[config.mk]
export PLATFORM = sky130hd
export DESIGN_NAME = motor_output_limit_and_pulse_map_unit_flat
export DESIGN_NICKNAME = d
export VERILOG_FILES = /design/src/rtl/mol_pkg.sv /design/src/rtl/mol_ifs.sv /design/src/rtl/motor_output_limit_and_pulse_map_unit.sv /design/src/rtl/mol_fifo.sv /design/src/rtl/mol_front.sv /design/src/rtl/mol_div.sv /design/src/rtl/mol_back.sv /design/src/flat_wrapper.sv
export SDC_FILE = /design/constraint.sdc
export NUM_CORES = 2
export LEC_CHECK = 0
export BUFFER_PORTS_ARGS = -buffer_cell sky130_fd_sc_hd__buf_2
export CORE_AREA = 8 8 337 339
export CTS_CLUSTER_SIZE = 30
export DETAILED_ROUTE_END_ITERATION = 7
export DIE_AREA = 0 0 345 347
export MAX_ROUTING_LAYER = met4
export PLACE_DENSITY = 0.7
export SLEW_MARGIN = 25
export SYNTH_ARGS = -nofsm -noshare
export SYNTH_HDL_FRONTEND = slang
export SYNTH_SLANG_ARGS = --single-unit
[constraint.sdc]
create_clock -name clk -period 19.8 [get_ports clk]
set_clock_uncertainty 0.1 [all_clocks]
set_input_delay 2.97 -clock clk [delete_from_list [all_inputs] [get_ports clk]]
set_output_delay 2.97 -clock clk [all_outputs]
set_load 0.02 [all_outputs]
[src/rtl/mol_pkg.sv]
package mol_pkg;

  localparam int MOTOR_COUNT = 4;
  localparam int CMD_W       = 16;
  localparam int VAL_W       = 18;
  localparam int PULSE_W     = 12;
  localparam int COUNT_W     = 16;
  localparam int DIV_W       = 32;
  localparam int DEN_W       = 17;
  localparam int ADDR_W      = 5;

  localparam logic [2:0] REG_MOTOR_MIN    = 3'd0;
  localparam logic [2:0] REG_MOTOR_MAX    = 3'd1;
  localparam logic [2:0] REG_PULSE_MIN    = 3'd2;
  localparam logic [2:0] REG_PULSE_MAX    = 3'd3;
  localparam logic [2:0] REG_PERIOD_COUNT = 3'd4;
  localparam logic [2:0] REG_FRAME_UNITS  = 3'd5;

  localparam logic signed [CMD_W-1:0] MOTOR_MIN_RST    = 16'sd0;
  localparam logic signed [CMD_W-1:0] MOTOR_MAX_RST    = 16'sd1000;
  localparam logic [PULSE_W-1:0]      PULSE_MIN_RST    = 12'd1250;
  localparam logic [PULSE_W-1:0]      PULSE_MAX_RST    = 12'd2500;
  localparam logic [COUNT_W-1:0]      PERIOD_COUNT_RST = 16'd60000;
  localparam logic [COUNT_W-1:0]      FRAME_UNITS_RST  = 16'd15000;

  localparam logic [COUNT_W-1:0] COUNT_SAT = 16'hFFFF;

  typedef struct packed {
    logic [MOTOR_COUNT-1:0][VAL_W-1:0] val;
    logic                              shifted;
  } mol_item_t;

  typedef struct packed {
    logic signed [CMD_W-1:0] motor_min;
    logic signed [CMD_W-1:0] motor_max;
    logic [PULSE_W-1:0]      pulse_min;
    logic [PULSE_W-1:0]      pulse_max;
    logic [COUNT_W-1:0]      period_count;
    logic [COUNT_W-1:0]      frame_units;
  } mol_cfg_t;

  typedef struct packed {
    logic             start;
    logic [DIV_W-1:0] dividend;
    logic [DEN_W-1:0] divisor;
  } mol_div_req_t;

  typedef struct packed {
    logic             done;
    logic [DIV_W-1:0] quotient;
  } mol_div_rsp_t;

endpackage

[src/rtl/mol_ifs.sv]
interface mol_in_if;
  logic               valid;
  logic               ready;
  logic signed [15:0] motor_a;
  logic signed [15:0] motor_b;
  logic signed [15:0] motor_c;
  logic signed [15:0] motor_d;
  modport source (output valid, motor_a, motor_b, motor_c, motor_d, input ready);
  modport sink (input valid, motor_a, motor_b, motor_c, motor_d, output ready);
endinterface

interface mol_out_if;
  logic        valid;
  logic        ready;
  logic [15:0] width_a;
  logic [15:0] width_b;
  logic [15:0] width_c;
  logic [15:0] width_d;
  logic        shifted;
  modport source (output valid, width_a, width_b, width_c, width_d, shifted, input ready);
  modport sink (input valid, width_a, width_b, width_c, width_d, shifted, output ready);
endinterface

[src/rtl/motor_output_limit_and_pulse_map_unit.sv]
// motor output limiter and pulse mapper
// in_ch carries four signed motor commands, out_ch four pwm compare counts
// and the shifted flag; both use valid/ready, a word moves when both are high
// configuration goes through the apb port: motor_min at 0x00, motor_max 0x04,
// pulse_min 0x08, pulse_max 0x0c, period_count 0x10, frame_units 0x14
// write registers only while no word is in flight
// the front stage takes the overshoot off all four commands in the cycle a
// word is accepted and pushes it into a QUEUE_DEPTH entry queue
// the back stage handles one motor at a time through one shared 32 step
// divider, two divides per motor, and takes the next word from the queue
// only after the last result has entered the output register; equal motor
// limits or zero frame_units skip a divide
// input is taken while the queue has room, also while a result waits
// a stalled receiver holds the result in the output register; the back stage
// then waits and the queue fills, after which in_ch.ready drops
// reset empties the queue, drops out_ch.valid and loads the default registers
module motor_output_limit_and_pulse_map_unit #(
  parameter int QUEUE_DEPTH = 4
) (
  input  logic                         clk,
  input  logic                         rst_n,
  mol_in_if.sink                       in_ch,
  mol_out_if.source                    out_ch,
  input  logic                         psel,
  input  logic                         penable,
  input  logic                         pwrite,
  input  logic [mol_pkg::ADDR_W-1:0]   paddr,
  input  logic [31:0]                  pwdata,
  output logic [31:0]                  prdata,
  output logic                         pready
);
  import mol_pkg::*;

  mol_cfg_t     cfg_r;
  mol_item_t    push_item, head_item;
  logic         push, pop, full, empty;
  mol_div_req_t div_req;
  mol_div_rsp_t div_rsp;
  logic [2:0]   ridx;

  assign pready = 1'b1;
  assign ridx   = paddr[ADDR_W-1:2];

  always_ff @(posedge clk) begin
    if (!rst_n) begin
      cfg_r.motor_min    <= MOTOR_MIN_RST;
      cfg_r.motor_max    <= MOTOR_MAX_RST;
      cfg_r.pulse_min    <= PULSE_MIN_RST;
      cfg_r.pulse_max    <= PULSE_MAX_RST;
      cfg_r.period_count <= PERIOD_COUNT_RST;
      cfg_r.frame_units  <= FRAME_UNITS_RST;
    end else if (psel && penable && pwrite && pready) begin
      unique case (ridx)
        REG_MOTOR_MIN:    cfg_r.motor_min    <= pwdata[15:0];
        REG_MOTOR_MAX:    cfg_r.motor_max    <= pwdata[15:0];
        REG_PULSE_MIN:    cfg_r.pulse_min    <= pwdata[11:0];
        REG_PULSE_MAX:    cfg_r.pulse_max    <= pwdata[11:0];
        REG_PERIOD_COUNT: cfg_r.period_count <= pwdata[15:0];
        REG_FRAME_UNITS:  cfg_r.frame_units  <= pwdata[15:0];
        default: ;
      endcase
    end
  end

  always_comb begin
    prdata = '0;
    unique case (ridx)
      REG_MOTOR_MIN:    prdata = {16'd0, cfg_r.motor_min};
      REG_MOTOR_MAX:    prdata = {16'd0, cfg_r.motor_max};
      REG_PULSE_MIN:    prdata = {20'd0, cfg_r.pulse_min};
      REG_PULSE_MAX:    prdata = {20'd0, cfg_r.pulse_max};
      REG_PERIOD_COUNT: prdata = {16'd0, cfg_r.period_count};
      REG_FRAME_UNITS:  prdata = {16'd0, cfg_r.frame_units};
      default:          prdata = '0;
    endcase
  end

  mol_front u_front (
    .in_ch     (in_ch),
    .motor_max (cfg_r.motor_max),
    .full      (full),
    .push      (push),
    .item      (push_item)
  );

  mol_fifo #(
    .DEPTH (QUEUE_DEPTH),
    .WIDTH ($bits(mol_item_t))
  ) u_fifo (
    .clk   (clk),
    .rst_n (rst_n),
    .push  (push),
    .wdata (push_item),
    .pop   (pop),
    .rdata (head_item),
    .full  (full),
    .empty (empty)
  );

  mol_div u_div (
    .clk   (clk),
    .rst_n (rst_n),
    .req   (div_req),
    .rsp   (div_rsp)
  );

  mol_back u_back (
    .clk     (clk),
    .rst_n   (rst_n),
    .cfg     (cfg_r),
    .empty   (empty),
    .item    (head_item),
    .pop     (pop),
    .div_req (div_req),
    .div_rsp (div_rsp),
    .out_ch  (out_ch)
  );
endmodule

[src/rtl/mol_fifo.sv]
module mol_fifo #(
  parameter int DEPTH = 4,
  parameter int WIDTH = 8
) (
  input  logic             clk,
  input  logic             rst_n,
  input  logic             push,
  input  logic [WIDTH-1:0] wdata,
  input  logic             pop,
  output logic [WIDTH-1:0] rdata,
  output logic             full,
  output logic             empty
);
  localparam int AW = (DEPTH > 1) ? $clog2(DEPTH) : 1;
  localparam int CW = $clog2(DEPTH + 1);

  logic [WIDTH-1:0] mem [DEPTH];
  logic [AW-1:0]    wp_r, rp_r;
  logic [CW-1:0]    cnt_r;
  logic             do_push, do_pop;

  assign full    = (cnt_r == CW'(DEPTH));
  assign empty   = (cnt_r == '0);
  assign do_push = push && !full;
  assign do_pop  = pop && !empty;
  assign rdata   = mem[rp_r];

  always_ff @(posedge clk) begin
    if (do_push) begin
      mem[wp_r] <= wdata;
    end
  end

  always_ff @(posedge clk) begin
    if (!rst_n) begin
      wp_r  <= '0;
      rp_r  <= '0;
      cnt_r <= '0;
    end else begin
      if (do_push) begin
        wp_r <= (wp_r == AW'(DEPTH - 1)) ? '0 : wp_r + AW'(1);
      end
      if (do_pop) begin
        rp_r <= (rp_r == AW'(DEPTH - 1)) ? '0 : rp_r + AW'(1);
      end
      if (do_push && !do_pop) begin
        cnt_r <= cnt_r + CW'(1);
      end else if (do_pop && !do_push) begin
        cnt_r <= cnt_r - CW'(1);
      end
    end
  end
endmodule

[src/rtl/mol_front.sv]
module mol_front (
  mol_in_if.sink                  in_ch,
  input  logic signed [15:0]      motor_max,
  input  logic                    full,
  output logic                    push,
  output mol_pkg::mol_item_t      item
);
  import mol_pkg::*;

  logic signed [VAL_W-1:0] v   [MOTOR_COUNT];
  logic signed [VAL_W-1:0] top;
  logic signed [VAL_W-1:0] lim;
  logic signed [VAL_W-1:0] over;
  logic                    shift;

  assign in_ch.ready = !full;
  assign push        = in_ch.valid && !full;

  assign v[0] = VAL_W'(in_ch.motor_a);
  assign v[1] = VAL_W'(in_ch.motor_b);
  assign v[2] = VAL_W'(in_ch.motor_c);
  assign v[3] = VAL_W'(in_ch.motor_d);
  assign lim  = VAL_W'(motor_max);

  always_comb begin
    top = v[0];
    for (int i = 1; i < MOTOR_COUNT; i++) begin
      if (v[i] > top) begin
        top = v[i];
      end
    end
    shift = (top > lim);
    over  = shift ? (top - lim) : '0;
    for (int i = 0; i < MOTOR_COUNT; i++) begin
      item.val[i] = v[i] - over;
    end
    item.shifted = shift;
  end
endmodule

[src/rtl/mol_div.sv]
module mol_div (
  input  logic                  clk,
  input  logic                  rst_n,
  input  mol_pkg::mol_div_req_t req,
  output mol_pkg::mol_div_rsp_t rsp
);
  import mol_pkg::*;

  logic [DIV_W-1:0] dq_r;
  logic [DEN_W-1:0] rem_r, den_r;
  logic [DEN_W:0]   rem_sh;
  logic [4:0]       cnt_r;
  logic             busy_r, done_r;

  assign rem_sh       = {rem_r, dq_r[DIV_W-1]};
  assign rsp.done     = done_r;
  assign rsp.quotient = dq_r;

  always_ff @(posedge clk) begin
    if (req.start) begin
      dq_r  <= req.dividend;
      den_r <= req.divisor;
      rem_r <= '0;
    end else if (busy_r) begin
      if (rem_sh >= {1'b0, den_r}) begin
        rem_r <= DEN_W'(rem_sh - {1'b0, den_r});
        dq_r  <= {dq_r[DIV_W-2:0], 1'b1};
      end else begin
        rem_r <= rem_sh[DEN_W-1:0];
        dq_r  <= {dq_r[DIV_W-2:0], 1'b0};
      end
    end
  end

  always_ff @(posedge clk) begin
    if (!rst_n) begin
      busy_r <= 1'b0;
      done_r <= 1'b0;
      cnt_r  <= '0;
    end else begin
      done_r <= 1'b0;
      if (req.start) begin
        busy_r <= 1'b1;
        cnt_r  <= '0;
      end else if (busy_r) begin
        cnt_r <= cnt_r + 5'd1;
        if (cnt_r == 5'd31) begin
          busy_r <= 1'b0;
          done_r <= 1'b1;
        end
      end
    end
  end
endmodule

[src/rtl/mol_back.sv]
module mol_back (
  input  logic                  clk,
  input  logic                  rst_n,
  input  mol_pkg::mol_cfg_t     cfg,
  input  logic                  empty,
  input  mol_pkg::mol_item_t    item,
  output logic                  pop,
  output mol_pkg::mol_div_req_t div_req,
  input  mol_pkg::mol_div_rsp_t div_rsp,
  mol_out_if.source             out_ch
);
  import mol_pkg::*;

  typedef enum logic [8:0] {
    S_IDLE   = 9'b000000001,
    S_MUL1   = 9'b000000010,
    S_START1 = 9'b000000100,
    S_DIV1   = 9'b000001000,
    S_MAP    = 9'b000010000,
    S_MUL2   = 9'b000100000,
    S_START2 = 9'b001000000,
    S_DIV2   = 9'b010000000,
    S_OUT    = 9'b100000000
  } mol_state_t;

  localparam int IW = $clog2(MOTOR_COUNT);

  mol_state_t              state_r, state_nxt;
  mol_item_t               item_r;
  logic [IW-1:0]           idx_r;
  logic signed [31:0]      prod_r;
  logic [27:0]             prod2_r;
  logic                    neg_r;
  logic [PULSE_W-1:0]      pulse_r;
  logic [COUNT_W-1:0]      w_r [MOTOR_COUNT];
  logic                    ov_r;
  logic [COUNT_W-1:0]      ow_r [MOTOR_COUNT];
  logic                    osh_r;

  logic signed [VAL_W-1:0] x;
  logic signed [18:0]      diff;
  logic signed [12:0]      dp;
  logic signed [DEN_W-1:0] den;
  logic                    same;
  logic signed [32:0]      qs, val, pmin_s, pmax_s;
  logic                    out_free;

  assign x        = item_r.val[idx_r];
  assign diff     = 19'(x) - 19'(cfg.motor_min);
  assign dp       = $signed({1'b0, cfg.pulse_max}) - $signed({1'b0, cfg.pulse_min});
  assign den      = DEN_W'(cfg.motor_max) - DEN_W'(cfg.motor_min);
  assign same     = (cfg.motor_max == cfg.motor_min);
  assign pmin_s   = $signed({21'd0, cfg.pulse_min});
  assign pmax_s   = $signed({21'd0, cfg.pulse_max});
  assign qs       = neg_r ? -$signed({1'b0, div_rsp.quotient})
                          : $signed({1'b0, div_rsp.quotient});
  assign val      = qs + pmin_s;
  assign out_free = !ov_r || out_ch.ready;
  assign pop      = (state_r == S_IDLE) && !empty;

  always_comb begin
    div_req.start    = 1'b0;
    div_req.dividend = '0;
    div_req.divisor  = '0;
    if (state_r == S_START1) begin
      div_req.start    = 1'b1;
      div_req.dividend = prod_r[31] ? DIV_W'(-prod_r) : DIV_W'(prod_r);
      div_req.divisor  = den[DEN_W-1] ? DEN_W'(-den) : DEN_W'(den);
    end else if (state_r == S_START2) begin
      div_req.start    = 1'b1;
      div_req.dividend = {4'd0, prod2_r};
      div_req.divisor  = {1'b0, cfg.frame_units};
    end
  end

  always_comb begin
    state_nxt = state_r;
    unique case (state_r)
      S_IDLE:   if (!empty) state_nxt = S_MUL1;
      S_MUL1:   state_nxt = same ? S_MUL2 : S_START1;
      S_START1: state_nxt = S_DIV1;
      S_DIV1:   if (div_rsp.done) state_nxt = S_MAP;
      S_MAP:    state_nxt = S_MUL2;
      S_MUL2: begin
        if (cfg.frame_units == '0) begin
          state_nxt = (idx_r == IW'(MOTOR_COUNT - 1)) ? S_OUT : S_MUL1;
        end else begin
          state_nxt = S_START2;
        end
      end
      S_START2: state_nxt = S_DIV2;
      S_DIV2: begin
        if (div_rsp.done) begin
          state_nxt = (idx_r == IW'(MOTOR_COUNT - 1)) ? S_OUT : S_MUL1;
        end
      end
      S_OUT:    if (out_free) state_nxt = S_IDLE;
      default:  state_nxt = S_IDLE;
    endcase
  end

  always_ff @(posedge clk) begin
    if (!rst_n) begin
      state_r <= S_IDLE;
      ov_r    <= 1'b0;
      idx_r   <= '0;
    end else begin
      state_r <= state_nxt;
      if (state_r == S_IDLE) begin
        idx_r <= '0;
      end else if ((state_r == S_DIV2 && div_rsp.done) ||
                   (state_r == S_MUL2 && cfg.frame_units == '0)) begin
        idx_r <= idx_r + IW'(1);
      end
      if (state_r == S_OUT && out_free) begin
        ov_r <= 1'b1;
      end else if (out_ch.ready) begin
        ov_r <= 1'b0;
      end
    end
  end

  always_ff @(posedge clk) begin
    if (pop) begin
      item_r <= item;
    end
    if (state_r == S_MUL1) begin
      prod_r <= 32'(diff) * 32'(dp);
      if (same) begin
        pulse_r <= cfg.pulse_min;
      end
    end
    if (state_r == S_START1) begin
      neg_r <= prod_r[31] ^ den[DEN_W-1];
    end
    if (state_r == S_MAP) begin
      if (val < pmin_s) begin
        pulse_r <= cfg.pulse_min;
      end else if (val > pmax_s) begin
        pulse_r <= cfg.pulse_max;
      end else begin
        pulse_r <= val[PULSE_W-1:0];
      end
    end
    if (state_r == S_MUL2) begin
      prod2_r <= 28'(cfg.period_count) * 28'(pulse_r);
      if (cfg.frame_units == '0) begin
        w_r[idx_r] <= COUNT_SAT;
      end
    end
    if (state_r == S_DIV2 && div_rsp.done) begin
      w_r[idx_r] <= (div_rsp.quotient[DIV_W-1:COUNT_W] != '0) ? COUNT_SAT
                                                             : div_rsp.quotient[COUNT_W-1:0];
    end
    if (state_r == S_OUT && out_free) begin
      for (int i = 0; i < MOTOR_COUNT; i++) begin
        ow_r[i] <= w_r[i];
      end
      osh_r <= item_r.shifted;
    end
  end

  assign out_ch.valid   = ov_r;
  assign out_ch.width_a = ow_r[0];
  assign out_ch.width_b = ow_r[1];
  assign out_ch.width_c = ow_r[2];
  assign out_ch.width_d = ow_r[3];
  assign out_ch.shifted = osh_r;
endmodule

[src/flat_wrapper.sv]
// flat-port wrapper written by rule: the top's interface ports become plain ports
module motor_output_limit_and_pulse_map_unit_flat import mol_pkg::*;
#(
  parameter int QUEUE_DEPTH = 4
)
  (clk, rst_n, psel, penable, pwrite, paddr, pwdata, prdata, pready, in_ch_valid, in_ch_motor_a, in_ch_motor_b, in_ch_motor_c, in_ch_motor_d, in_ch_ready, out_ch_valid, out_ch_width_a, out_ch_width_b, out_ch_width_c, out_ch_width_d, out_ch_shifted, out_ch_ready);
  mol_in_if in_ch_i ();
  mol_out_if out_ch_i ();
  input  logic clk;
  input  logic rst_n;
  input  logic psel;
  input  logic penable;
  input  logic pwrite;
  input  logic [mol_pkg::ADDR_W-1:0] paddr;
  input  logic [31:0] pwdata;
  output logic [31:0] prdata;
  output logic pready;
  input wire logic [$bits(in_ch_i.valid)-1:0] in_ch_valid;
  input wire logic [$bits(in_ch_i.motor_a)-1:0] in_ch_motor_a;
  input wire logic [$bits(in_ch_i.motor_b)-1:0] in_ch_motor_b;
  input wire logic [$bits(in_ch_i.motor_c)-1:0] in_ch_motor_c;
  input wire logic [$bits(in_ch_i.motor_d)-1:0] in_ch_motor_d;
  output wire logic [$bits(in_ch_i.ready)-1:0] in_ch_ready;
  output wire logic [$bits(out_ch_i.valid)-1:0] out_ch_valid;
  output wire logic [$bits(out_ch_i.width_a)-1:0] out_ch_width_a;
  output wire logic [$bits(out_ch_i.width_b)-1:0] out_ch_width_b;
  output wire logic [$bits(out_ch_i.width_c)-1:0] out_ch_width_c;
  output wire logic [$bits(out_ch_i.width_d)-1:0] out_ch_width_d;
  output wire logic [$bits(out_ch_i.shifted)-1:0] out_ch_shifted;
  input wire logic [$bits(out_ch_i.ready)-1:0] out_ch_ready;
  assign in_ch_i.valid = in_ch_valid;
  assign in_ch_i.motor_a = in_ch_motor_a;
  assign in_ch_i.motor_b = in_ch_motor_b;
  assign in_ch_i.motor_c = in_ch_motor_c;
  assign in_ch_i.motor_d = in_ch_motor_d;
  assign in_ch_ready = in_ch_i.ready;
  assign out_ch_valid = out_ch_i.valid;
  assign out_ch_width_a = out_ch_i.width_a;
  assign out_ch_width_b = out_ch_i.width_b;
  assign out_ch_width_c = out_ch_i.width_c;
  assign out_ch_width_d = out_ch_i.width_d;
  assign out_ch_shifted = out_ch_i.shifted;
  assign out_ch_i.ready = out_ch_ready;
  motor_output_limit_and_pulse_map_unit #(.QUEUE_DEPTH(QUEUE_DEPTH)) u_core (.clk(clk), .rst_n(rst_n), .in_ch(in_ch_i), .out_ch(out_ch_i), .psel(psel), .penable(penable), .pwrite(pwrite), .paddr(paddr), .pwdata(pwdata), .prdata(prdata), .pready(pready));
endmodule
# ---- Yosys cells after proc, flatten, opt, wreduce, memory -nomap -nowiden
# Memory sizes are Yosys's and may differ from the RTL's. A register that Yosys moved wholly into a read port is not among the register bits.
# Index checks and enable logic that the tools add are counted.
dict set report classes {
  add_sub_neg 19
  n_mul 2
  magnitude_cmp 8
  n_eq_ne 24
  muxes 50
  bitwise 4
  reduce_logical 38
}
# cell n
set op_table {}
lappend op_table {{$mux 50} 2}
lappend op_table {{$mux 32} 3}
lappend op_table {{$pmux 16 s6} 1}
lappend op_table {{$mux 18} 5}
lappend op_table {{$pmux 9 s9} 1}
lappend op_table {{$sub 16x18->18} 4}
lappend op_table {{$mux 12} 5}
lappend op_table {{$mux 9} 6}
lappend op_table {{$bmux 18 s2} 1}
lappend op_table {{$gt 16x18->1} 2}
lappend op_table {{$mux 17} 2}
lappend op_table {{$add 33x13->33} 1}
lappend op_table {{$gt 33x13->1} 1}
lappend op_table {{$lt 33x13->1} 1}
lappend op_table {{$mux 33} 1}
lappend op_table {{$neg 32->33} 1}
lappend op_table {{$mul 19x13->32} 1}
lappend op_table {{$mux 16} 2}
lappend op_table {{$neg 32->32} 1}
lappend op_table {{$mul 16x12->28} 1}
lappend op_table {{$sub 18x16->19} 1}
lappend op_table {{$ge 18x17->1} 1}
lappend op_table {{$gt 18x16->1} 1}
lappend op_table {{$sub 18x18->18} 1}
lappend op_table {{other kinds (45)} 99}
dict set report totals {
  reg_bits 254
  ramBits 420
  input_bits 108
  out_inout_bits 100
  word_cells 171
  n_memories 3
}
# name depth word_bits rd rd_ports_with_merged_regs wr line
set mem_list {}
lappend mem_list {u_core.u_fifo.mem 4 73 1 1 1 mol_fifo.sv:17} ;# logic [WIDTH-1:0] mem [DEPTH];
lappend mem_list {u_core.u_back.ow_r 4 16 4 0 4 mol_back.sv:37} ;# logic [COUNT_W-1:0] ow_r [MOTOR_COUNT];
lappend mem_list {u_core.u_back.w_r 4 16 4 0 1 mol_back.sv:35} ;# logic [COUNT_W-1:0] w_r [MOTOR_COUNT];

# ---- Longest topological paths before layout
dict set report depth {
  word_depth 9
  depth_mapped 69
  ltp_nobuf 67
}

# ---- Cells and area by module
# A second synthesis with hierarchy kept.
dict set report unflattened {
  cells_unflattened 4941
  area_unflattened_um2 55064.1
}
# mod instances cells_per_inst area_each_um2 seq_area_each_um2
set by_module_without_submodules {}
lappend by_module_without_submodules {mol_back 1 2938 30072.6 8498.2}
lappend by_module_without_submodules {mol_fifo 1 432 11084.4 8948.6}
lappend by_module_without_submodules {mol_front 1 798 5836.8 0.0}
lappend by_module_without_submodules {motor_output_limit_and_pulse_map_unit 1 443 4207.8 1761.7}
lappend by_module_without_submodules {mol_div 1 330 3862.5 1951.9}

# ---- Worst setup path after synthesis
# No wires, ideal clock.
dict set report synth_path {
  path_kind {input port to flip-flop}
  startpoint {in in_ch_motor_a[1]}
  endpoint {mem u_core.u_fifo.mem[0][54] in the netlist's numbering (data pin)}
  setup_ns 0.272
  arrival_ns 15.431
  required_ns 19.428
  path_slack_ns 3.997
  path_stages 66
  path_buffers 4
  path_cell_list {inv_1 > ha_1 > nor2b_1 > o21a_1 > o21a_1 > o21a_1 > o21a_1 > o21a_1 > o21a_1 > o21ai_0 > a31oi_1 > clkbuf_1 > mux2i_1 > ha_1 > o21a_1 > o21a_1 > o21a_1 > o21a_1 > [30 not listed] > a221oi_1 > o21ai_0 > nor3_1 > o22ai_1 > nand2b_1 > ha_1 > nor2b_1 > o21ai_0 > a21boi_0 > o21ai_0 > a21boi_0 > o21ai_0 > a21oi_1 > o311a_1 > o21a_1 > o21a_1 > o41a_1 > xnor2_1}
}
# item line
set synth_rtl {}
lappend synth_rtl {{start, declared} flat_wrapper.sv:19} ;# input wire logic [$bits(in_ch_i.motor_a)-1:0] in_ch_motor_a;
lappend synth_rtl {{end, declared} mol_fifo.sv:17}

==> impl_results.md <==
- Status: complete, no violations
- Initial antenna violation count: 6
- Synth async-reset ratio: 0
- First-pass GRT wire length: 216.0 mm
- Critical path required time: 20160 ps
- Post-DP HPWL: 106.3 mm
- CP max stage cell: a221oi_1
- YS warnings: 0
- Die Ht: 347 µm
- Routability congestion estimate from global placement: 0.9640
- Synth Flop Type: edfxtp_1
- TritonRoute pass-1 iters: 5
- Critical Path Most Common Cell: o21a_1
- Syn Inst Count: 4886
- Post-CTS Hold Fix Bufs: 0
- Syn_area_per_cell: 10.98 µm²
- Sequential Area: 0.02113 mm²
- Std cell rows: 121
- CP Class: input port to flop
- Gr ovfl total: 0
- Drt wl/cell: 21.36 µm
- Final Cell Area: 0.05843 mm²
- Filler cells: 9393
- Layout cell share with drive strength beyond 1: 0.1039
- Hold WS: 311.6 ps
- Post-DR vias/cell: 5.709
- Crit-path max cell delay: 550 ps
- Vias in the first global route: 37570
- Area of the core: 0.1081 mm²
- Period minus WS final: 16880 ps
- Clock sink total: 747
- Longest Clk Path Bufs: 3
- GRT Total Usage: 0.2357
- I/O pin cnt: 208
- Post-synth cell types: 87
- H-tree depth: 3
- Number of flops mapped to enable cells by yosys: 616
- CTS tree: done
- Die Width: 345 µm
- Seq/Total Area, Yosys: 0.3936
- CP startpoint kind: input port
- Port bufs: 172
- Worst Path Arrival: 17240 ps
- Clock Pin Slew Worst Setup and Hold Paths: 60 ps
- Register bit count reported by yosys: 747
- Final Hold Viols: 0
- Max Fclk: 59.24 MHz
- CTS resizes: 0
- Max Cap Violations: 0
- Post-layout util: 0.5405
- CTS Buf Count: 78
- Setup violators final: 0
- Mapped cell area: 0.05366 mm²
- Nets@finish: 5901
- WL final: 138.8 mm
- Initial Util: 0.4964
- CTS root buf: clkbuf_16
- Post-CTS setup buffers: 0
- Dpl cell area: 0.05605 mm²
- Worst-Skew Late Latency: 650 ps
- Setup TNS: 0 ps
- Drc violations: 0
- Total number of vias: 37090
- Final Cycle Share: 0.8525
- Drt first-iter violations: 3022
- Largest net degree at the start of global routing: 96
- Multi-input gate area: 0.02980 mm²
- Crit path max fanout: 17
- Die ar.: 0.1197 mm²
- Worst Hold Class: flop to flop
- RSZ-0062 raised after global routing: no
- Slew Viols, Final: 0
- Relative slew slack: 0.2868
- Routed Antenna Nets: 0
- Least-Margin Pin Slew: 1056 ps
- CP Capture Type: flop
- Area growth from synthesis to layout: 8.896%
-- per-stage QoR --
| step | setup slack, ps | std cells |
|---|---|---|
| 6_report | 2920 | 6498 |
| 5_1_grt | 1848 | 6498 |
| 4_1_cts | 2983 | 6496 |
| 3_5_place_dp | 2317 | 6358 |
| 3_3_place_gp | 2419 | 6356 |
| 2_1_floorplan | 3997 | 4905 |
-- final cells by class --
type                       instances  area share
clock buffer                     105     0.03568
timing repair buffer             219     0.02096
clock inverter                    33    0.004561
antenna                            2  0.00008566
multi-input combinational       3404      0.5100
tap                             1414     0.03028
sequential                       747      0.3616
inverter                         574     0.03688
-- Yosys cell counts (all sizes together), types with 26 or more instances --
cell / count / share of area
nand2: 622 / 0.044
edfxtp: 616 / 0.34
inv: 574 / 0.040
ha: 389 / 0.091
fa: 380 / 0.14
nor2: 253 / 0.018
o21ai: 179 / 0.017
a21oi: 173 / 0.016
xnor2: 163 / 0.027
clkbuf: 137 / 0.0096
dfxtp: 131 / 0.049
mux4: 95 / 0.040
mux2i: 94 / 0.018
xor2: 93 / 0.015
and2: 87 / 0.010
a21boi: 84 / 0.012
nor2b: 72 / 0.0084
nand3: 61 / 0.0057
nor3: 60 / 0.0058
a21o: 48 / 0.0067
buf: 43 / 0.0049
or2: 40 / 0.0047
nand2b: 36 / 0.0042
o21a: 34 / 0.0048
nand4: 33 / 0.0038
or3: 30 / 0.0035
o21bai: 26 / 0.0036
-- flip-flops by register name (all words and copies together), names as in the netlist, 2 cells and up --
name and flops:
u_core.u_fifo.mem 292, u_core.cfg_r 88, u_core.u_back.item_r 73, u_core.u_back.ow_r 64, u_core.u_back.w_r 64, u_core.u_back.prod_r 32
u_core.u_div.dq_r 32, u_core.u_back.prod2_r 28, u_core.u_div.den_r 17, u_core.u_div.rem_r 17, u_core.u_back.pulse_r 12, u_core.u_back.state_r 9
u_core.u_div.cnt_r 5, u_core.u_fifo.cnt_r 3, u_core.u_back.idx_r 2, u_core.u_fifo.rp_r 2, u_core.u_fifo.wp_r 2
-- layout by cell type, fill, tap and decap left out, drive strengths merged, types with 84 or more instances in the layout --
master and n:
nor2 253, edfxtp 616, clkbuf 105, ha 389
nand2 622, xor2 93, buf 219, mux2i 94
and2 87, a21oi 173, inv 577, fa 380
a21boi 84, mux4 95, xnor2 163, o21ai 179
dfxtp 131
-- kinds of logic (layout without fill, tap and decap cells) --
kind of cell             after synthesis  count (layout)  synth area share
other                                  2              23         0.0001400
adder cells (fa/ha/maj)              769             769            0.2325
AO/OA/AOI/OAI                        752             752           0.09300
buffers and inverters                754             931           0.05461
XOR/XNOR                             256             256           0.04207
multiplexers                         210             210           0.06182
AND/OR/NAND/NOR                     1396            1396            0.1222
flip-flops                           747             747            0.3936
-- path summary, 6_finish.rpt --
| path | cells past startpoint | from | slack (ps) | end |
|---|---|---|---|---|
| setup / recovery | 68 | in_ch_motor_a[1] | 2920 | u_core.u_fifo.mem[0][54] |
| setup reg to reg | 34 | u_core.u_back.idx_r[0] | 8240 | u_core.u_back.prod_r[30] |
| hold reg to reg | 0 | u_core.u_back.w_r[2][0] | 310 | u_core.u_back.ow_r[2][0] |
| hold / removal | 0 | u_core.u_back.w_r[2][0] | 310 | u_core.u_back.ow_r[2][0] |
-- metal layers --
| layer | GRT usage | wire length, µm | vias up |
|---|---|---|---|
| met4 | 0.07168 | 4626 | 0 |
| met5 | - | 0 | - |
| li1 | - | - | 17180 |
| met1 | 0.2979 | 58380 | 18500 |
| met2 | 0.3971 | 67880 | 1175 |
| met3 | 0.03110 | 7892 | 238 |
-- critical path, delay by kind of cell --
kind / cells / cell delay, ps
xor+xnor: 1 / 290
compound gates: 44 / 8980
mux: 3 / 920
buf+inv: 6 / 1060
fa+ha+maj: 5 / 1500
simple gates: 9 / 1490
Power is not shown: default switching activity piles up to over one toggle a cycle in this logic, so the estimate is an artifact.
